**config.mk**
```make
export PLATFORM = sky130hd
export DESIGN_NAME = scrollback_column_mapper_flat
export DESIGN_NICKNAME = d
export VERILOG_FILES = /design/src/scm_pkg.sv /design/src/scm_ifs.sv /design/src/scm_dpath.sv /design/src/scm_ctrl.sv /design/src/scrollback_column_mapper.sv /design/src/flat_wrapper.sv
export SDC_FILE = /design/constraint.sdc
export NUM_CORES = 1
export LEC_CHECK = 0
export BUFFER_PORTS_ARGS = -buffer_cell sky130_fd_sc_hd__buf_2
export CORE_UTILIZATION = 50
export DETAILED_ROUTE_END_ITERATION = 6
export GPL_TIMING_DRIVEN = 0
export PLACE_DENSITY_LB_ADDON = 0.1
export SLEW_MARGIN = 15
export SYNTH_ARGS = -nofsm -noshare
export SYNTH_HDL_FRONTEND = slang
export SYNTH_SLANG_ARGS = --single-unit
```
**constraint.sdc**
```tcl
create_clock -name clock -period 7.3 [get_ports clock]
set_clock_uncertainty 0.1 [all_clocks]
set_input_delay 1.46 -clock clock [delete_from_list [all_inputs] [get_ports clock]]
set_output_delay 1.46 -clock clock [all_outputs]
set_load 0.03 [all_outputs]
```
**src/scm_pkg.sv**
```systemverilog
// Shared types and constants for the scrollback column mapper.
`default_nettype none
package scm_pkg;

   localparam int REQ_TYPE_W   = 3;
   localparam int CHAR_W       = 8;
   localparam int COLOUR_W     = 8;
   localparam int QUERY_COL_W  = 4;
   localparam int GLYPH_COL_W  = 3;
   localparam int TARGET_COL_W = 4;
   localparam int OFFSET_W     = 9;
   localparam int COUNT_W      = 32;
   localparam int ENTRY_W      = CHAR_W + COLOUR_W;

   // Signed column difference, its magnitude and the reciprocal used for the pitch division.
   localparam int LOOKUP_W = 12;
   localparam int MAG_W    = 10;
   localparam int RECIP_W  = 16;
   localparam int PITCH_W  = 4;

   localparam logic [OFFSET_W-1:0] OFFSET_MAX = '1;
   localparam logic [COUNT_W-1:0]  COUNT_MAX  = '1;

   localparam logic [REQ_TYPE_W-1:0] REQ_PUSH    = 3'd0;
   localparam logic [REQ_TYPE_W-1:0] REQ_PAST    = 3'd1;
   localparam logic [REQ_TYPE_W-1:0] REQ_PRESENT = 3'd2;
   localparam logic [REQ_TYPE_W-1:0] REQ_SNAP    = 3'd3;
   localparam logic [REQ_TYPE_W-1:0] REQ_QUERY   = 3'd4;

   typedef struct packed {
      logic [REQ_TYPE_W-1:0]  req_type;
      logic [CHAR_W-1:0]      char_code;
      logic [COLOUR_W-1:0]    char_colour;
      logic [QUERY_COL_W-1:0] query_col;
   } scm_req_word_type;

   typedef struct packed {
      logic                    visible;
      logic [CHAR_W-1:0]       glyph_char;
      logic [GLYPH_COL_W-1:0]  glyph_column;
      logic [COLOUR_W-1:0]     glyph_colour;
      logic [TARGET_COL_W-1:0] target_col;
      logic                    moved;
      logic [OFFSET_W-1:0]     offset_now;
   } scm_rsp_word_type;

   typedef struct packed {
      logic accept;
      logic calc_diff;
      logic calc_quot;
      logic fetch;
      logic load_rsp;
   } scm_cmd_type;

   typedef struct packed {
      logic lookup;
   } scm_status_type;

endpackage
`default_nettype wire

```
**src/scm_ifs.sv**
```systemverilog
// Valid/ready channel interfaces for the request and response words.
`default_nettype none
interface scm_req_if import scm_pkg::*; ();
   logic                   valid;
   logic                   ready;
   logic [REQ_TYPE_W-1:0]  req_type;
   logic [CHAR_W-1:0]      char_code;
   logic [COLOUR_W-1:0]    char_colour;
   logic [QUERY_COL_W-1:0] query_col;

   modport source (output valid, output req_type, output char_code, output char_colour,
                   output query_col, input ready);
   modport sink (input valid, input req_type, input char_code, input char_colour,
                 input query_col, output ready);
endinterface

interface scm_rsp_if import scm_pkg::*; ();
   logic                    valid;
   logic                    ready;
   logic                    visible;
   logic [CHAR_W-1:0]       glyph_char;
   logic [GLYPH_COL_W-1:0]  glyph_column;
   logic [COLOUR_W-1:0]     glyph_colour;
   logic [TARGET_COL_W-1:0] target_col;
   logic                    moved;
   logic [OFFSET_W-1:0]     offset_now;

   modport source (output valid, output visible, output glyph_char, output glyph_column,
                   output glyph_colour, output target_col, output moved, output offset_now,
                   input ready);
   modport sink (input valid, input visible, input glyph_char, input glyph_column,
                 input glyph_colour, input target_col, input moved, input offset_now,
                 output ready);
endinterface
`default_nettype wire

```
**src/scm_dpath.sv**
```systemverilog
// Datapath: ring memory, count and scroll state, pitch division and the response register.
`default_nettype none
module scm_dpath import scm_pkg::*; #(
   parameter int RING_DEPTH  = 64,
   parameter int MATRIX_COLS = 16,
   parameter int SMALL_WIDTH = 3,
   parameter int LARGE_WIDTH = 5
) (
   input  logic             clock,
   input  logic             reset,
   input  scm_cmd_type      cmd,
   input  scm_req_word_type req_word,
   input  logic             csr_wr_en,
   input  logic             csr_wr_data,
   output scm_status_type   status,
   output scm_rsp_word_type rsp_word
);

   localparam int DW    = $clog2(RING_DEPTH);
   localparam int CW    = $clog2(RING_DEPTH + 1);
   localparam int SUMW  = DW + 1;
   localparam int CMPW  = (MAG_W > CW) ? MAG_W : CW;
   localparam int LIMW  = (CW + PITCH_W > OFFSET_W + 1) ? CW + PITCH_W : OFFSET_W + 1;
   localparam int COLW  = ($clog2(MATRIX_COLS) > QUERY_COL_W) ? $clog2(MATRIX_COLS) : QUERY_COL_W;
   localparam int PRODW = MAG_W + RECIP_W;

   localparam logic [PITCH_W-1:0]  SMALL_GLYPH = PITCH_W'(SMALL_WIDTH);
   localparam logic [PITCH_W-1:0]  LARGE_GLYPH = PITCH_W'(LARGE_WIDTH);
   localparam logic [PITCH_W-1:0]  SMALL_PITCH = PITCH_W'(SMALL_WIDTH + 1);
   localparam logic [PITCH_W-1:0]  LARGE_PITCH = PITCH_W'(LARGE_WIDTH + 1);
   localparam logic [LOOKUP_W-1:0] SMALL_LEAD  = LOOKUP_W'(MATRIX_COLS - 2 * SMALL_WIDTH - 1);
   localparam logic [LOOKUP_W-1:0] LARGE_LEAD  = LOOKUP_W'(MATRIX_COLS - 2 * LARGE_WIDTH - 1);
   localparam logic [RECIP_W-1:0]  SMALL_RECIP = RECIP_W'((1 << RECIP_W) / (SMALL_WIDTH + 1) + 1);
   localparam logic [RECIP_W-1:0]  LARGE_RECIP = RECIP_W'((1 << RECIP_W) / (LARGE_WIDTH + 1) + 1);
   localparam logic [COLW-1:0]     EDGE_COL    = COLW'(MATRIX_COLS - 1);
   localparam logic [COLW:0]       COL_LIMIT   = (COLW + 1)'(MATRIX_COLS);
   localparam logic [COUNT_W-1:0]  COUNT_DEPTH = COUNT_W'(RING_DEPTH);
   localparam logic [CW-1:0]       RING_FULL   = CW'(RING_DEPTH);
   localparam logic [DW-1:0]       LAST_SLOT   = DW'(RING_DEPTH - 1);
   localparam logic [SUMW-1:0]     SUM_DEPTH   = SUMW'(RING_DEPTH);

   logic                    font_ff, font_in;
   logic [OFFSET_W-1:0]     scroll_ff, scroll_in;
   logic [COUNT_W-1:0]      count_ff, count_in;
   logic [DW-1:0]           wptr_ff, wptr_in;
   logic [COLW-1:0]         col_ff, col_in;
   logic                    lookup_ff, lookup_in;
   logic                    moved_ff, moved_in;
   logic [TARGET_COL_W-1:0] target_ff, target_in;
   logic                    neg_ff, neg_in;
   logic [MAG_W-1:0]        mag_ff, mag_in;
   logic [MAG_W-1:0]        quot_ff, quot_in;
   logic                    hit_ff, hit_in;
   logic [PITCH_W-1:0]      gcol_ff, gcol_in;
   logic [ENTRY_W-1:0]      rd_data_ff;
   logic [ENTRY_W-1:0]      ring_mem_ff [RING_DEPTH];
   scm_rsp_word_type        rsp_ff, rsp_in;

   logic [PITCH_W-1:0]  glyph_w, pitch;
   logic [LOOKUP_W-1:0] lead, diff;
   logic [RECIP_W-1:0]  recip;
   logic [CW-1:0]       in_ring;
   logic [LIMW-1:0]     lim_full;
   logic                can_past, count_nz, query_in_range;
   logic [PRODW-1:0]    prod;
   logic [MAG_W-1:0]    back, rem_full, back_cnt;
   logic [PITCH_W-1:0]  rem;
   logic                rem_nz;
   logic [SUMW-1:0]     slot_sum, slot_wrap;
   logic [DW-1:0]       slot;

   always_comb begin
      glyph_w        = font_ff ? LARGE_GLYPH : SMALL_GLYPH;
      pitch          = font_ff ? LARGE_PITCH : SMALL_PITCH;
      lead           = font_ff ? LARGE_LEAD : SMALL_LEAD;
      recip          = font_ff ? LARGE_RECIP : SMALL_RECIP;
      in_ring        = (count_ff >= COUNT_DEPTH) ? RING_FULL : count_ff[CW-1:0];
      lim_full       = LIMW'(in_ring) * LIMW'(pitch);
      can_past       = (LIMW'(scroll_ff) < lim_full) && (scroll_ff != OFFSET_MAX);
      count_nz       = (count_ff != '0);
      query_in_range = ((COLW + 1)'(req_word.query_col) < COL_LIMIT);
   end

   always_comb begin
      font_in   = font_ff;
      scroll_in = scroll_ff;
      count_in  = count_ff;
      wptr_in   = wptr_ff;
      col_in    = col_ff;
      lookup_in = lookup_ff;
      moved_in  = moved_ff;
      target_in = target_ff;
      if (cmd.accept) begin
         col_in    = '0;
         lookup_in = 1'b0;
         moved_in  = 1'b0;
         target_in = '0;
         case (req_word.req_type)
            REQ_PUSH: begin
               scroll_in = '0;
               count_in  = count_ff + 1'b1;
               wptr_in   = (count_ff == COUNT_MAX || wptr_ff == LAST_SLOT) ? '0 : wptr_ff + 1'b1;
            end
            REQ_PAST: begin
               if (can_past) begin
                  scroll_in = scroll_ff + 1'b1;
                  moved_in  = 1'b1;
                  lookup_in = count_nz;
               end
            end
            REQ_PRESENT: begin
               col_in    = EDGE_COL;
               target_in = EDGE_COL[TARGET_COL_W-1:0];
               if (scroll_ff != '0) begin
                  scroll_in = scroll_ff - 1'b1;
                  moved_in  = 1'b1;
                  lookup_in = count_nz;
               end
            end
            REQ_SNAP: begin
               scroll_in = '0;
               moved_in  = (scroll_ff != '0);
            end
            REQ_QUERY: begin
               col_in    = COLW'(req_word.query_col);
               target_in = req_word.query_col;
               lookup_in = count_nz && query_in_range;
            end
            default: begin
            end
         endcase
      end
      if (csr_wr_en) begin
         font_in   = csr_wr_data;
         scroll_in = '0;
      end
   end

   // Column position relative to the newest glyph, then floor division by the pitch.
   always_comb begin
      diff   = LOOKUP_W'(col_ff) - lead - LOOKUP_W'(scroll_ff);
      neg_in = diff[LOOKUP_W-1];
      mag_in = neg_in ? MAG_W'(-diff) : MAG_W'(diff);

      prod    = PRODW'(mag_ff) * PRODW'(recip);
      quot_in = prod[PRODW-1 -: MAG_W];

      back     = MAG_W'(quot_ff * MAG_W'(pitch));
      rem_full = mag_ff - back;
      rem      = rem_full[PITCH_W-1:0];
      rem_nz   = (rem != '0);
      gcol_in  = (neg_ff && rem_nz) ? pitch - rem : rem;
      back_cnt = neg_ff ? quot_ff + MAG_W'(rem_nz) : '0;
      hit_in   = lookup_ff && (neg_ff || quot_ff == '0) &&
                 (CMPW'(back_cnt) < CMPW'(in_ring)) && (gcol_in < glyph_w);

      slot_sum  = SUMW'(wptr_ff) + SUM_DEPTH - 1'b1 - SUMW'(back_cnt);
      slot_wrap = (slot_sum >= SUM_DEPTH) ? slot_sum - SUM_DEPTH : slot_sum;
      slot      = slot_wrap[DW-1:0];
   end

   always_comb begin
      rsp_in              = rsp_ff;
      rsp_in.visible      = lookup_ff && hit_ff;
      rsp_in.glyph_char   = rsp_in.visible ? rd_data_ff[ENTRY_W-1 -: CHAR_W] : '0;
      rsp_in.glyph_colour = rsp_in.visible ? rd_data_ff[COLOUR_W-1:0] : '0;
      rsp_in.glyph_column = rsp_in.visible ? gcol_ff[GLYPH_COL_W-1:0] : '0;
      rsp_in.target_col   = target_ff;
      rsp_in.moved        = moved_ff;
      rsp_in.offset_now   = scroll_ff;
   end

   always_ff @(posedge clock) begin
      if (reset) begin
         font_ff   <= 1'b0;
         scroll_ff <= '0;
         count_ff  <= '0;
         wptr_ff   <= '0;
         lookup_ff <= 1'b0;
      end else begin
         font_ff   <= font_in;
         scroll_ff <= scroll_in;
         count_ff  <= count_in;
         wptr_ff   <= wptr_in;
         lookup_ff <= lookup_in;
      end
   end

   always_ff @(posedge clock) begin
      col_ff    <= col_in;
      moved_ff  <= moved_in;
      target_ff <= target_in;
      if (cmd.calc_diff) begin
         neg_ff <= neg_in;
         mag_ff <= mag_in;
      end
      if (cmd.calc_quot) begin
         quot_ff <= quot_in;
      end
      if (cmd.fetch) begin
         hit_ff  <= hit_in;
         gcol_ff <= gcol_in;
      end
      if (cmd.load_rsp) begin
         rsp_ff <= rsp_in;
      end
   end

   always_ff @(posedge clock) begin
      if (cmd.accept && req_word.req_type == REQ_PUSH) begin
         ring_mem_ff[wptr_ff] <= {req_word.char_code, req_word.char_colour};
      end
      if (cmd.fetch) begin
         rd_data_ff <= ring_mem_ff[slot];
      end
   end

   assign status.lookup = lookup_ff;
   assign rsp_word      = rsp_ff;

   a_scroll_in_limit: assert property (@(posedge clock) disable iff (reset)
      LIMW'(scroll_ff) <= lim_full)
      else $error("scroll offset is past the history limit");

endmodule
`default_nettype wire

```
**src/scm_ctrl.sv**
```systemverilog
// Controller: sequences each word through the datapath and owns the response valid.
`default_nettype none
module scm_ctrl import scm_pkg::*; (
   input  logic           clock,
   input  logic           reset,
   input  logic           req_valid,
   output logic           req_ready,
   output logic           rsp_valid,
   input  logic           rsp_ready,
   input  scm_status_type status,
   output scm_cmd_type    cmd
);

   typedef enum logic [2:0] {
      ST_IDLE,
      ST_ARITH,
      ST_DIVIDE,
      ST_REMAIN,
      ST_DONE
   } state_type;

   state_type state_ff;
   logic      rsp_valid_ff;

   always_comb begin
      cmd.accept    = (state_ff == ST_IDLE) && req_valid;
      cmd.calc_diff = (state_ff == ST_ARITH);
      cmd.calc_quot = (state_ff == ST_DIVIDE);
      cmd.fetch     = (state_ff == ST_REMAIN);
      cmd.load_rsp  = (state_ff == ST_DONE) && (!rsp_valid_ff || rsp_ready);
   end

   assign req_ready = (state_ff == ST_IDLE);
   assign rsp_valid = rsp_valid_ff;

   always_ff @(posedge clock) begin
      if (reset) begin
         state_ff     <= ST_IDLE;
         rsp_valid_ff <= 1'b0;
      end else begin
         if (cmd.load_rsp) begin
            rsp_valid_ff <= 1'b1;
         end else if (rsp_ready) begin
            rsp_valid_ff <= 1'b0;
         end
         case (state_ff)
            ST_IDLE: begin
               if (req_valid) begin
                  state_ff <= ST_ARITH;
               end
            end
            ST_ARITH: begin
               state_ff <= status.lookup ? ST_DIVIDE : ST_DONE;
            end
            ST_DIVIDE: begin
               state_ff <= ST_REMAIN;
            end
            ST_REMAIN: begin
               state_ff <= ST_DONE;
            end
            ST_DONE: begin
               if (cmd.load_rsp) begin
                  state_ff <= ST_IDLE;
               end
            end
            default: begin
               state_ff <= ST_IDLE;
            end
         endcase
      end
   end

   a_accept_starts: assert property (@(posedge clock) disable iff (reset)
      (req_valid && req_ready) |=> (state_ff == ST_ARITH))
      else $error("accepted word did not start the arithmetic step");

   a_divide_then_remain: assert property (@(posedge clock) disable iff (reset)
      (state_ff == ST_DIVIDE) |=> (state_ff == ST_REMAIN))
      else $error("division step not followed by the remainder step");

   a_load_sets_valid: assert property (@(posedge clock) disable iff (reset)
      cmd.load_rsp |=> (rsp_valid_ff && state_ff == ST_IDLE))
      else $error("response load did not present a word and return to idle");

   a_no_overwrite: assert property (@(posedge clock) disable iff (reset)
      (rsp_valid_ff && !rsp_ready && state_ff == ST_DONE) |=> (state_ff == ST_DONE))
      else $error("pending response word was overwritten");

endmodule
`default_nettype wire

```
**src/scrollback_column_mapper.sv**
```systemverilog
// Top level of the scrollback column mapper: channels, register port and the two units.
//
// The request channel carries one word per command: push a character with its colour,
// step the view one column into the past or toward the present, snap to the present,
// or query a matrix column. Every request word yields exactly one response word on the
// response channel, in order, reporting the looked-up glyph column, whether the view
// moved, and the scroll offset afterward. The csr port writes the font size select;
// any write also returns the view to the present.
// A query of a matrix column once history is not empty, or a step that moves, walks the
// controller through the shared subtract, reciprocal multiply, remainder and ring read
// steps before the response register is loaded and the response made valid; other
// commands take only the subtract step before that load.
// Reset empties the history count, zeros the scroll offset and selects the small font;
// the ring contents are not cleared. A stalled response is held in the output register
// while the next request is still accepted; that request waits for the register.
`default_nettype none
module scrollback_column_mapper import scm_pkg::*; #(
   parameter int RING_DEPTH  = 64,
   parameter int MATRIX_COLS = 16,
   parameter int SMALL_WIDTH = 3,
   parameter int LARGE_WIDTH = 5
) (
   input  logic       clock,
   input  logic       reset,
   scm_req_if.sink    req_ch,
   scm_rsp_if.source  rsp_ch,
   input  logic       csr_wr_en,
   input  logic       csr_wr_data
);

   scm_cmd_type      cmd;
   scm_status_type   status;
   scm_req_word_type req_word;
   scm_rsp_word_type rsp_word;

   assign req_word.req_type    = req_ch.req_type;
   assign req_word.char_code   = req_ch.char_code;
   assign req_word.char_colour = req_ch.char_colour;
   assign req_word.query_col   = req_ch.query_col;

   scm_ctrl u_ctrl (
      .clock     (clock),
      .reset     (reset),
      .req_valid (req_ch.valid),
      .req_ready (req_ch.ready),
      .rsp_valid (rsp_ch.valid),
      .rsp_ready (rsp_ch.ready),
      .status    (status),
      .cmd       (cmd)
   );

   scm_dpath #(
      .RING_DEPTH  (RING_DEPTH),
      .MATRIX_COLS (MATRIX_COLS),
      .SMALL_WIDTH (SMALL_WIDTH),
      .LARGE_WIDTH (LARGE_WIDTH)
   ) u_dpath (
      .clock       (clock),
      .reset       (reset),
      .cmd         (cmd),
      .req_word    (req_word),
      .csr_wr_en   (csr_wr_en),
      .csr_wr_data (csr_wr_data),
      .status      (status),
      .rsp_word    (rsp_word)
   );

   assign rsp_ch.visible      = rsp_word.visible;
   assign rsp_ch.glyph_char   = rsp_word.glyph_char;
   assign rsp_ch.glyph_column = rsp_word.glyph_column;
   assign rsp_ch.glyph_colour = rsp_word.glyph_colour;
   assign rsp_ch.target_col   = rsp_word.target_col;
   assign rsp_ch.moved        = rsp_word.moved;
   assign rsp_ch.offset_now   = rsp_word.offset_now;

endmodule
`default_nettype wire
```
**src/flat_wrapper.sv**
```systemverilog
// flat-port wrapper written by rule: the top's interface ports become plain ports
module scrollback_column_mapper_flat import scm_pkg::*;
#(
   parameter int RING_DEPTH  = 64,
   parameter int MATRIX_COLS = 16,
   parameter int SMALL_WIDTH = 3,
   parameter int LARGE_WIDTH = 5
)
  (clock, reset, csr_wr_en, csr_wr_data, req_ch_valid, req_ch_req_type, req_ch_char_code, req_ch_char_colour, req_ch_query_col, req_ch_ready, rsp_ch_valid, rsp_ch_visible, rsp_ch_glyph_char, rsp_ch_glyph_column, rsp_ch_glyph_colour, rsp_ch_target_col, rsp_ch_moved, rsp_ch_offset_now, rsp_ch_ready);
  scm_req_if req_ch_i ();
  scm_rsp_if rsp_ch_i ();
  input  logic clock;
  input  logic reset;
  input  logic csr_wr_en;
  input  logic csr_wr_data;
  input wire logic [$bits(req_ch_i.valid)-1:0] req_ch_valid;
  input wire logic [$bits(req_ch_i.req_type)-1:0] req_ch_req_type;
  input wire logic [$bits(req_ch_i.char_code)-1:0] req_ch_char_code;
  input wire logic [$bits(req_ch_i.char_colour)-1:0] req_ch_char_colour;
  input wire logic [$bits(req_ch_i.query_col)-1:0] req_ch_query_col;
  output wire logic [$bits(req_ch_i.ready)-1:0] req_ch_ready;
  output wire logic [$bits(rsp_ch_i.valid)-1:0] rsp_ch_valid;
  output wire logic [$bits(rsp_ch_i.visible)-1:0] rsp_ch_visible;
  output wire logic [$bits(rsp_ch_i.glyph_char)-1:0] rsp_ch_glyph_char;
  output wire logic [$bits(rsp_ch_i.glyph_column)-1:0] rsp_ch_glyph_column;
  output wire logic [$bits(rsp_ch_i.glyph_colour)-1:0] rsp_ch_glyph_colour;
  output wire logic [$bits(rsp_ch_i.target_col)-1:0] rsp_ch_target_col;
  output wire logic [$bits(rsp_ch_i.moved)-1:0] rsp_ch_moved;
  output wire logic [$bits(rsp_ch_i.offset_now)-1:0] rsp_ch_offset_now;
  input wire logic [$bits(rsp_ch_i.ready)-1:0] rsp_ch_ready;
  assign req_ch_i.valid = req_ch_valid;
  assign req_ch_i.req_type = req_ch_req_type;
  assign req_ch_i.char_code = req_ch_char_code;
  assign req_ch_i.char_colour = req_ch_char_colour;
  assign req_ch_i.query_col = req_ch_query_col;
  assign req_ch_ready = req_ch_i.ready;
  assign rsp_ch_valid = rsp_ch_i.valid;
  assign rsp_ch_visible = rsp_ch_i.visible;
  assign rsp_ch_glyph_char = rsp_ch_i.glyph_char;
  assign rsp_ch_glyph_column = rsp_ch_i.glyph_column;
  assign rsp_ch_glyph_colour = rsp_ch_i.glyph_colour;
  assign rsp_ch_target_col = rsp_ch_i.target_col;
  assign rsp_ch_moved = rsp_ch_i.moved;
  assign rsp_ch_offset_now = rsp_ch_i.offset_now;
  assign rsp_ch_i.ready = rsp_ch_ready;
  scrollback_column_mapper #(.RING_DEPTH(RING_DEPTH), .MATRIX_COLS(MATRIX_COLS), .SMALL_WIDTH(SMALL_WIDTH), .LARGE_WIDTH(LARGE_WIDTH)) u_core (.clock(clock), .reset(reset), .req_ch(req_ch_i), .rsp_ch(rsp_ch_i), .csr_wr_en(csr_wr_en), .csr_wr_data(csr_wr_data));
endmodule
```
[Word-level counts from Yosys, hierarchy flattened]
Memories as Yosys holds them, arrays and structs flattened. A register that Yosys moved wholly into a read port is not among the register bits.
Index checks and enable logic that the tools add are counted.
Cells by class
  add/subtract/negate cells: 14
  multiply operators: 3
  magnitude comparators: 5
  equal/unequal tests: 15
  multiplexer cells: 28
  reductions and logical operators: 26
Operators with widths (count)
  $add 32x1->32 const B: 1
  $eq 32x32->1 const B: 1
  $ge 32x7->1 const B: 1
  $reduce_bool 32->1: 1
  $pmux 9 s3: 1
  $mul 10x15->25: 1
  $mux 10: 2
  $mux 9: 2
  $mux 15: 1
  $pmux 3 s5: 1
  $eq 3x2->1 const B: 4
  $mux 3: 4
  $mux 6: 2
  $sub 5x10->11: 1
  $add 10x1->10: 1
  $logic_not 10->1: 1
  $lt 10x7->1: 1
  $lt 9x10->1: 1
  $mul 10x3->4: 1
  $mul 7x3->10: 1
  $neg 10->10: 1
  $add 9x1->9 const B: 1
  $logic_and 1x1->1: 9
  $ne 9x9->1 const B: 1
  32 further kinds: 50
Word-level totals
  register bits after elaboration: 117
  memory bits (writable): 1024
  input bits: 29
  logic and storage cells: 113
  memories kept: 1
Memories
  u_core.u_dpath.ring_mem_ff: depth 64, bits a word 16, read ports 1, clocked after memory_dff 1, wr ports 1, line scm_dpath.sv:56  | logic [ENTRY_W-1:0] ring_mem_ff [RING_DEPTH];

[Logic depth before layout (Yosys ltp)]
Gate-level depths: netlist of run 1.
  word-level depth: 9
  gate-level depth with buffers: 24
  depth with buffers taken out: 21

[By module]
From an unflattened synthesis of run 1, not the netlist that was laid out.
Unflattened totals
  cells, all modules: 2566
  area, all modules: 49059.6 µm²
By module, submodules not included
  scm_dpath: instances 1, cells each 2543, area an instance 48859.4 µm², seq. area each 34102.7 µm²
  scm_ctrl: instances 1, cells each 23, area an instance 200.2 µm², seq. area each 80.1 µm²

[Least setup slack after synthesis of run 1]
Ideal clock, no wire load.
  path type: flip-flop to flip-flop
  start point: register u_core.u_dpath.font_ff
  end point: register u_core.u_dpath.rd_data_ff[1] (read register of u_core.u_dpath.ring_mem_ff), data pin
  setup time: 0.271 ns
  data arrival time: 5.422 ns
  required time: 6.929 ns
  setup slack: 1.508 ns
  stages on the path, launching flop included: 22
  buffers on the path: 4
  clock period less this slack: 5.792 ns
  path through: dfxtp_1 clkbuf_1 clkbuf_1 and2_1 ha_1 ha_1 nand3_1 xnor2_1 xnor2_1 inv_1 nand4_1 ha_1 ha_1 nand2_1 inv_1 fa_1 xnor2_2 clkbuf_1 buf_2 mux4_2 mux2i_1 a21oi_1
On the way
  longest elaborated chain between the ends: 9
  elaborated cells on any way between the ends: 10
RTL lines
  start: declaration: line scm_dpath.sv:42  | logic font_ff, font_in;
  start signal: assignment: line scm_dpath.sv:181  | font_ff <= font_in;
  $mux 2 *: line scm_dpath.sv:74  | pitch = font_ff ? LARGE_PITCH : SMALL_PITCH;
  $mul 10x3->4 *: line scm_dpath.sv:148  | back = MAG_W'(quot_ff * MAG_W'(pitch));
  $sub 4x4->4 *: line scm_dpath.sv:149  | rem_full = mag_ff - back;
  $reduce_bool 4->1 *: line scm_dpath.sv:151  | rem_nz = (rem != '0);
  $add 10x1->10 *: line scm_dpath.sv:153  | back_cnt = neg_ff ? quot_ff + MAG_W'(rem_nz) : '0;
  $mux 10 *: line scm_dpath.sv:153
  $sub 7x7->7 *: line scm_dpath.sv:157  | slot_sum = SUMW'(wptr_ff) + SUM_DEPTH - 1'b1 - SUMW'(back_cnt);
  $sub 6x1->6 / $ge 7x7->1 (equally long branches): line scm_dpath.sv:158  | slot_wrap = (slot_sum >= SUM_DEPTH) ? slot_sum - SUM_DEPTH : slot_sum;
  $mux 6 *: line scm_dpath.sv:158
  end: declaration: line scm_dpath.sv:55  | logic [ENTRY_W-1:0] rd_data_ff;
Every way passes the cells marked *; elsewhere a longest branch is shown, timed or not.
A chain may end at the register's enable or synchronous reset.

[Worst setup path in the final report of run 1]
  start point: register u_core.u_dpath.font_ff
  end point: register u_core.u_dpath.rd_data_ff[10] (read register of u_core.u_dpath.ring_mem_ff), data pin
The elaborated chain is that of the path after synthesis.

==> tab_implementation.tex, run 1 <==
\begin{tabular}{lr}
\hline
Metric & Value \\
\hline
\multicolumn{2}{l}{\textbf{Outcome}} \\
\quad Run status & completed \\
\multicolumn{2}{l}{\textbf{Timing}} \\
\quad Total setup violations reported at the end of the flow & 0 \\
\quad Worst path setup slack after routing & 336 ps \\
\quad Slew Viols, Final & 0 \\
\quad Top achievable clock speed & 144 MHz \\
\quad Hold Fails Final Rpt & 0 \\
\quad Minimum clock period after layout & 6960 ps \\
\quad Final worst path period share & 95.4\% \\
\quad Transition time at the pin with the least slew margin & 1130 ps \\
\quad Tightest hold margin & 322 ps \\
\quad Max-slew headroom & 24.4\% \\
\quad RSZ-0062 raised after global routing & no \\
\multicolumn{2}{l}{\textbf{Floorplanning}} \\
\quad Core footprint & 96,600 µm² \\
\quad Die span in y & 314 µm \\
\quad Overall die area & 98,700 µm² \\
\quad Horizontal extent of the die & 314 µm \\
\quad IO Count & 65 \\
\quad Site Rows & 114 \\
\quad Starting Density & 50.5\% \\
\multicolumn{2}{l}{\textbf{Clock network}} \\
\quad CTS sink cnt & 1,156 \\
\quad TritonCTS clock tree & yes \\
\quad Buffer cell driving the clock tree root & clkbuf\_16 \\
\quad Number of hold buffers added after CTS & 0 \\
\quad Clock Latency Late Sink & 710 ps \\
\quad Clock slew at reported path FFs & 60 ps \\
\quad Buffers from clock root to sink, at most & 3 \\
\quad H-Tree Depth & 3 \\
\quad CTS buffer count & 115 \\
\multicolumn{2}{l}{\textbf{Final layout}} \\
\quad Total inserted antenna cells & 0 \\
\quad Commonest cells after routing, fill and taps aside & edfxtp\_1 (1,103), mux4\_2 (320), ha\_1 (132) \\
\quad Layout-stage area growth over the synthesis result & 14.7\% \\
\quad Number of inserted filler cells in the final layout & 7,093 \\
\quad Nets@finish & 2,988 \\
\quad Area occupied by registers & 34,200 µm² \\
\quad Commonest non-fill, non-tap cell in the layout & edfxtp\_1 \\
\quad Total area of multi-input combinational cells & 13,900 µm² \\
\quad Share of cells above drive strength 1 & 26.6\% \\
\multicolumn{2}{l}{\textbf{Synth}} \\
\quad Multiplexer area fraction after synthesis & 15.2\% \\
\quad Synth async-reset ratio & 0\% \\
\quad Dominant combinational cell family by area after synthesis & multiplexers \\
\quad Share of the synthesized netlist area taken by xor and xnor gates & 1.56\% \\
\quad Number of flops mapped to enable cells by yosys & 1,103 \\
\quad Number of storage elements in the synthesis netlist & 1,156 \\
\quad Post-Synth Simple-Gate Area & 4.20\% \\
\quad Synthesized-area fraction occupied by ao, oa, aoi and oai cells & 2.08\% \\
\quad Main flop type after synthesis & edfxtp\_1 \\
\quad Warnings, synthesis & 0 \\
\quad Post-synth design cell area & 48,700 µm² \\
\quad Number of cells produced by synthesis & 2,533 \\
\quad Cell variety after synth & 65 \\
\quad Adder-cell area share of the yosys netlist & 5.16\% \\
\quad Synth Area per Inst & 19.2 µm² \\
\quad Sequential-to-total area share from yosys stat & 70.1\% \\
\multicolumn{2}{l}{\textbf{Power}} \\
\quad Combinational cell fraction of total power & 9.4\% \\
\quad Part of the total power dissipated in the clock network & 41.5\% \\
\quad Flop pwr share & 49.2\% \\
\quad Static leakage & 18.8 nW \\
\quad Net switching component of the power & 0.00334 W \\
\quad Sw Share & 22.5\% \\
\quad IR drop worst, VDD & 0.000191 V \\
\quad Power density over cell area & 266 nW/µm² \\
\quad Internal Dissipation & 0.0115 W \\
\multicolumn{2}{l}{\textbf{GRT}} \\
\quad Wire length of the first global-routing pass & 167,000 µm \\
\quad Pin count of the biggest net entering global routing & 65 \\
\quad Vias in the first global route & 25.2k \\
\quad GRT Residual Overflow & 0 \\
\quad Antenna violations before repair & 0 \\
\quad GR Util All Layers & 23.3\% \\
\multicolumn{2}{l}{\textbf{Setup path}} \\
\quad Critical Path AT & 7240 ps \\
\quad Critical path startpoint category & flip-flop \\
\quad Kind of end point of the critical path & flip-flop \\
\quad Required arrival time at the worst endpoint & 7580 ps \\
\quad Setup Crit Path Kind & flip-flop to flip-flop \\
\quad Largest fanout on the critical path & 10 \\
\multicolumn{2}{l}{\textbf{Drt}} \\
\quad Remaining antenna violation count after routing & 0 \\
\quad Initial DRC count & 2,261 \\
\quad Average wire per cell in the routed design & 26.9 µm \\
\quad Count of TritonRoute iterations in the first routing pass & 7 \\
\quad Via count normalized by instance count & 5.91 \\
\quad DRC violation count after routing & 0 \\
\quad Aggregate routed wire length & 112,000 µm \\
\quad Via count & 24.6k \\
\multicolumn{2}{l}{\textbf{Hold path}} \\
\quad HP Class & flip-flop to flip-flop \\
\multicolumn{2}{l}{\textbf{Placement}} \\
\quad Routability Congestion & 0.891 \\
\quad DP HPWL & 75,800 µm \\
\quad Worst Setup Slack post-DPL & -1100 ps \\
\quad Input/output buffers & 63 \\
\multicolumn{2}{l}{\textbf{Flow run}} \\
\quad Total of max-cap violations & 0 \\
\hline
\end{tabular}
-- power groups by stage --
| stage | Sequential [W] | Combinational (W) | Clock, W |
|---|---|---|---|
| 3_3_place_gp | 0.00746 | 0.00136 | 0 |
| 3_5_place_dp | 0.00746 | 0.00139 | 0 |
| 5_1_grt | 0.00731 | 0.00152 | 0.00652 |
| 2_1_floorplan | 0.00745 | 0.000903 | 0 |
| 6_report | 0.00731 | 0.00139 | 0.00617 |
| 4_1_cts | 0.00732 | 0.00141 | 0.00628 |
-- flip-flops by register name, indices dropped and copies added, names as in the netlist, 3 cells and up --
signal / count
u_core.u_dpath.ring_mem_ff: 1024
u_core.u_dpath.rsp_word: 34
u_core.u_dpath.wptr_ff: 6
u_core.u_dpath.count_ff: 32
u_core.u_dpath.target_ff: 4
u_core.u_dpath.scroll_ff: 9
u_core.u_dpath.gcol_ff: 3
u_core.u_dpath.quot_ff: 9
u_core.u_dpath.mag_ff: 10
u_core.u_dpath.rd_data_ff: 16
u_core.u_ctrl.state_ff: 3
-- critical path, cell delays in order, from the launching register on --
cell and delay [ps]:
dfxtp_2 470, clkbuf_2 280, clkbuf_2 300, and2_1 170, ha_1 220, ha_1 310
nand3_1 100, xnor2_1 210, xnor2_1 140, inv_1 70, nand4_1 170, ha_1 270
ha_1 270, nand2_1 90, inv_1 90, fa_1 620, clkbuf_2 330, buf_2 430
clkbuf_2 420, mux4_2 370, mux4_2 530, mux2i_1 420, a21oi_1 240
-- layer usage --
layer | wire length [µm] | track usage (%) | vias up
li1 | - | - | 10700
met1 | 49100 | 34.2 | 12900
met2 | 53000 | 36.4 | 787
met3 | 6560 | 3.66 | 193
met4 | 3360 | 6.96 | 0
met5 | 0 | 0 | -
-- metrics by stage --
step           instance area [µm²]  total power (W)  TNS, ps  utilization, %  cells
2_1_floorplan                48700          0.00836        0               -   2535
3_3_place_gp                 50700          0.00882   -15250            52.5   3874
3_5_place_dp                 51700          0.00885   -15160            53.6   3938
4_1_cts                      55800           0.0150        0            57.8   4154
5_1_grt                      55900           0.0154        0            57.9   4160
6_report                     55900           0.0149        0            57.9   4160
-- final timing paths --
| kind | slack, ps | end | cells past startpoint | startpoint |
|---|---|---|---|---|
| max | 340 | u_core.u_dpath.rd_data_ff[10] | 22 | u_core.u_dpath.font_ff |
| min reg2reg | 320 | u_core.u_dpath.rsp_word[9] | 0 | u_core.u_dpath.moved_ff |
| min | 320 | u_core.u_dpath.rsp_word[9] | 0 | u_core.u_dpath.moved_ff |
| max reg2reg | 340 | u_core.u_dpath.rd_data_ff[10] | 22 | u_core.u_dpath.font_ff |
-- logic make-up after synthesis --
| family | after synthesis |
|---|---|
| other | 1 |
| DFF | 1156 |
| muxes | 339 |
| and+or+nand+nor | 408 |
| xor gates and xnor gates | 86 |
| buffers and inverters | 207 |
| adders and majority gates | 175 |
| AOI/OAI and AO/OA | 161 |
-- timing repair --
action,CTS,global route
endpoints found under the setup margin,16,16
pin swaps,0,1
buffers inserted,0,5
gates resized for setup,57,20
-- cell usage after synthesis, types with 2 or more instances --
cell type	instances	area share, %
or3_1	11	0.14
buf_6	3	0.069
o31a_1	2	0.036
fa_1	43	1.8
xor2_1	44	0.79
nand3_1	31	0.32
o21ai_0	25	0.26
nand2_1	58	0.45
buf_1	20	0.15
nand4_1	13	0.17
a21oi_1	64	0.66
o211ai_1	2	0.031
a22o_1	8	0.14
a2111oi_0	3	0.054
a31oi_1	2	0.026
nor3b_1	6	0.092
and3_1	29	0.37
and4_1	2	0.036
buf_2	6	0.062
nor3_1	19	0.20
o21bai_1	3	0.046
mux4_2	320	15
dfxtp_1	53	2.2
buf_4	2	0.031
nand3b_1	3	0.046
nor4_1	17	0.22
or4_1	2	0.031
mux2i_1	18	0.37
edfxtp_1	1103	68
a21o_1	14	0.22
and2_1	13	0.17
clkbuf_1	71	0.55
ha_1	132	3.4
xnor2_1	41	0.74
or2_2	3	0.039
a211oi_1	21	0.32
nor2b_1	32	0.41
inv_1	104	0.80
a21boi_0	2	0.031
nor2_1	150	1.2
o21a_1	5	0.077
nand2b_1	9	0.12
or3_4	2	0.046
-- layout make-up --
cell class              instances  area share, %
clock buffers                 150           5.55
repair buffers                133           2.30
flip-flops and latches       1156           61.2
plain buffers                 102          0.929
inverters                     104          0.698
well taps                    1276           2.86
clock inverters                67           1.56
multi-input cells            1172           24.9
(Power assumes the default switching activity.)
==> run 2, diff against run 1 <==
REMOVE_ABC_BUFFERS = 1   (was not set)
==> run 2 against run 1 <==
- sequential power about the same
- largest cell class unchanged
- critical endpoint is now u_core.u_dpath.rd_data_ff[4]
- global-route usage fell by 0.37 points
- total power down 1.3%
==> tab_implementation.tex, run 2 (same netlist as run 1, synthesis figures left out) <==
\begin{tabular}{lr}
\hline
Metric & Value \\
\hline
\multicolumn{2}{l}{\textbf{Outcome}} \\
\quad Run status & completed \\
\multicolumn{2}{l}{\textbf{Timing}} \\
\quad Slew Viols, Final & 0 \\
\quad Max-slew headroom & 17.6\% \\
\quad Total setup violations reported at the end of the flow & 0 \\
\quad Minimum clock period after layout & 6850 ps \\
\quad Tightest hold margin & 335 ps \\
\quad Hold Fails Final Rpt & 0 \\
\quad Transition time at the pin with the least slew margin & 1240 ps \\
\quad RSZ-0062 raised after global routing & no \\
\quad Top achievable clock speed & 146 MHz \\
\quad Final worst path period share & 93.8\% \\
\multicolumn{2}{l}{\textbf{Floorplanning}} \\
\quad Overall die area & 98,700 µm² \\
\quad Starting Density & 50.5\% \\
\quad Horizontal extent of the die & 314 µm \\
\quad Die span in y & 314 µm \\
\quad Site Rows & 114 \\
\quad Core footprint & 96,600 µm² \\
\quad IO Count & 65 \\
\multicolumn{2}{l}{\textbf{Setup path}} \\
\quad Reg2Reg Setup Slack & 450 ps \\
\quad Setup Crit Path Kind & flip-flop to flip-flop \\
\quad Critical path startpoint category & flip-flop \\
\quad Required arrival time at the worst endpoint & 7600 ps \\
\quad Critical Path AT & 7150 ps \\
\quad Kind of end point of the critical path & flip-flop \\
\quad Largest fanout on the critical path & 34 \\
\multicolumn{2}{l}{\textbf{GRT}} \\
\quad GR Util All Layers & 23.0\% \\
\quad Antenna violations before repair & 5 \\
\quad GRT Residual Overflow & 0 \\
\quad Pin count of the biggest net entering global routing & 65 \\
\quad Vias in the first global route & 25.0k \\
\quad Wire length of the first global-routing pass & 163,000 µm \\
\multicolumn{2}{l}{\textbf{Power}} \\
\quad Combinational cell fraction of total power & 9.2\% \\
\quad Internal Dissipation & 0.0115 W \\
\quad Net switching component of the power & 0.00323 W \\
\quad Final Power & 0.0147 W \\
\quad Static leakage & 18.6 nW \\
\quad Sw Share & 22.0\% \\
\quad Part of the total power dissipated in the clock network & 41.0\% \\
\quad IR drop worst, VDD & 0.000196 V \\
\quad Power density over cell area & 263 nW/µm² \\
\quad Flop pwr share & 49.8\% \\
\multicolumn{2}{l}{\textbf{Drt}} \\
\quad Average wire per cell in the routed design & 27.2 µm \\
\quad Count of TritonRoute iterations in the first routing pass & 5 \\
\quad Aggregate routed wire length & 110,000 µm \\
\quad DRC violation count after routing & 0 \\
\quad Via count & 24.2k \\
\quad Initial DRC count & 2,194 \\
\quad Via count normalized by instance count & 5.97 \\
\quad Remaining antenna violation count after routing & 0 \\
\multicolumn{2}{l}{\textbf{Placement}} \\
\quad Standard cell area after detailed placement & 51,800 µm² \\
\quad Instance count after placement with tap cells included & 3,833 \\
\quad DP HPWL & 68,400 µm \\
\quad Routability Congestion & 0.816 \\
\quad Input/output buffers & 64 \\
\multicolumn{2}{l}{\textbf{Final layout}} \\
\quad Register containing the most flip-flops in the final layout & u\_core.u\_dpath.ring\_mem\_ff \\
\quad Nets@finish & 2,882 \\
\quad Commonest cells after routing, fill and taps aside & edfxtp\_1 (1,103), mux4\_2 (320), ha\_1 (131) \\
\quad Commonest non-fill, non-tap cell in the layout & edfxtp\_1 \\
\quad Fin cells & 4,054 \\
\quad Layout-stage area growth over the synthesis result & 14.4\% \\
\quad Number of flip-flops in the largest register & 1,024 \\
\quad Design Area, Final & 55,800 µm² \\
\quad Share of cells above drive strength 1 & 25.6\% \\
\quad Fin util & 57.7\% \\
\multicolumn{2}{l}{\textbf{Hold path}} \\
\quad HP Class & flip-flop to flip-flop \\
\multicolumn{2}{l}{\textbf{Clock network}} \\
\quad TritonCTS clock tree & yes \\
\quad Buffers from clock root to sink, at most & 3 \\
\quad Clock Latency Late Sink & 710 ps \\
\quad H-Tree Depth & 3 \\
\quad Clock slew at reported path FFs & 60 ps \\
\quad CTS sink cnt & 1,156 \\
\quad Buffer cell driving the clock tree root & clkbuf\_16 \\
\quad Number of hold buffers added after CTS & 0 \\
\quad CTS buffer count & 116 \\
\multicolumn{2}{l}{\textbf{Flow run}} \\
\quad Total of max-cap violations & 0 \\
\hline
\end{tabular}
## run 2: cell count changes in the layout (fill, tap and decap cells not counted), moves of 14 or more
cell      delta
nor2_4      +40
clkinv_1    +15
buf_16      +17
clkbuf_2    -24
nor2_2      -40
buf_4       -14
buf_6       -15
clkbuf_1    -48
## run 2: worst max-delay path, cell delays in order (launching register included)
cell and delay [ps]:
dfxtp_4 560, and2_1 190, ha_1 230, ha_1 310, nand3_1 100, xnor2_1 150
xnor2_1 270, inv_1 70, nand4_1 140, ha_1 240, nand2_1 140, ha_4 150
inv_1 50, fa_4 1070, buf_12 300, buf_12 250, buf_12 260, mux4_2 340
mux4_2 560, nor2b_1 170, a211oi_2 590, a21oi_1 190
## run 2: routing by layer
layer	up-vias	share of wire, %	global-route usage, %
li1	10500	-	-
met2	714	50	37.7
met5	-	0.018	0
met4	4	1.8	5.12
met1	12800	43	32.8
met3	159	5.9	3.29
## run 2: path summary, 6_finish.rpt
| check | startpoint | end | depth (start not counted) |
|---|---|---|---|
| hold / removal | u_core.u_dpath.moved_ff | u_core.u_dpath.rsp_word[9] | 0 |
| setup / recovery | u_core.u_dpath.font_ff | u_core.u_dpath.rd_data_ff[4] | 21 |
| setup reg to reg | u_core.u_dpath.font_ff | u_core.u_dpath.rd_data_ff[4] | 21 |
| hold reg to reg | u_core.u_dpath.moved_ff | u_core.u_dpath.rsp_word[9] | 0 |
## run 2: stage by stage
stage / setup TNS, ps / setup WS (ps)
4_1_cts: 0 / 211
6_report: 0 / 454
2_1_floorplan: -105290 / -6580
3_3_place_gp: -199100 / -12970
3_5_place_dp: -5080 / -717
5_1_grt: 0 / 187
## run 2: what timing repair did
| action | CTS | global route |
|---|---|---|
| endpoints found under the setup margin | 15 | 8 |
| pin swaps | 1 | 0 |
| gates resized for setup | 4 | 6 |
| setup buffers | 1 | 0 |
## run 2: cell type report
type                            instances  area, µm²
Fill cell                            7135      40800
Multi-Input combinational cell       1172      14200
Inverter                              104        390
Antenna cell                            2       5.00
Timing Repair Buffer                  128       1500
Clock buffer                          139       3050
Tap cell                             1276       1600
Clock inverter                         77        806
Sequential cell                      1156      34200
## run 2: power groups by stage
stage / combinational (W) / clock [W] / sequential (W)
floorplan: 0.00111 / 0 / 0.00746
CTS: 0.00137 / 0.00611 / 0.00732
global placement: 0.00164 / 0 / 0.00746
detailed placement: 0.00135 / 0 / 0.00746
finish: 0.00135 / 0.00602 / 0.00732
global route: 0.00148 / 0.00635 / 0.00732
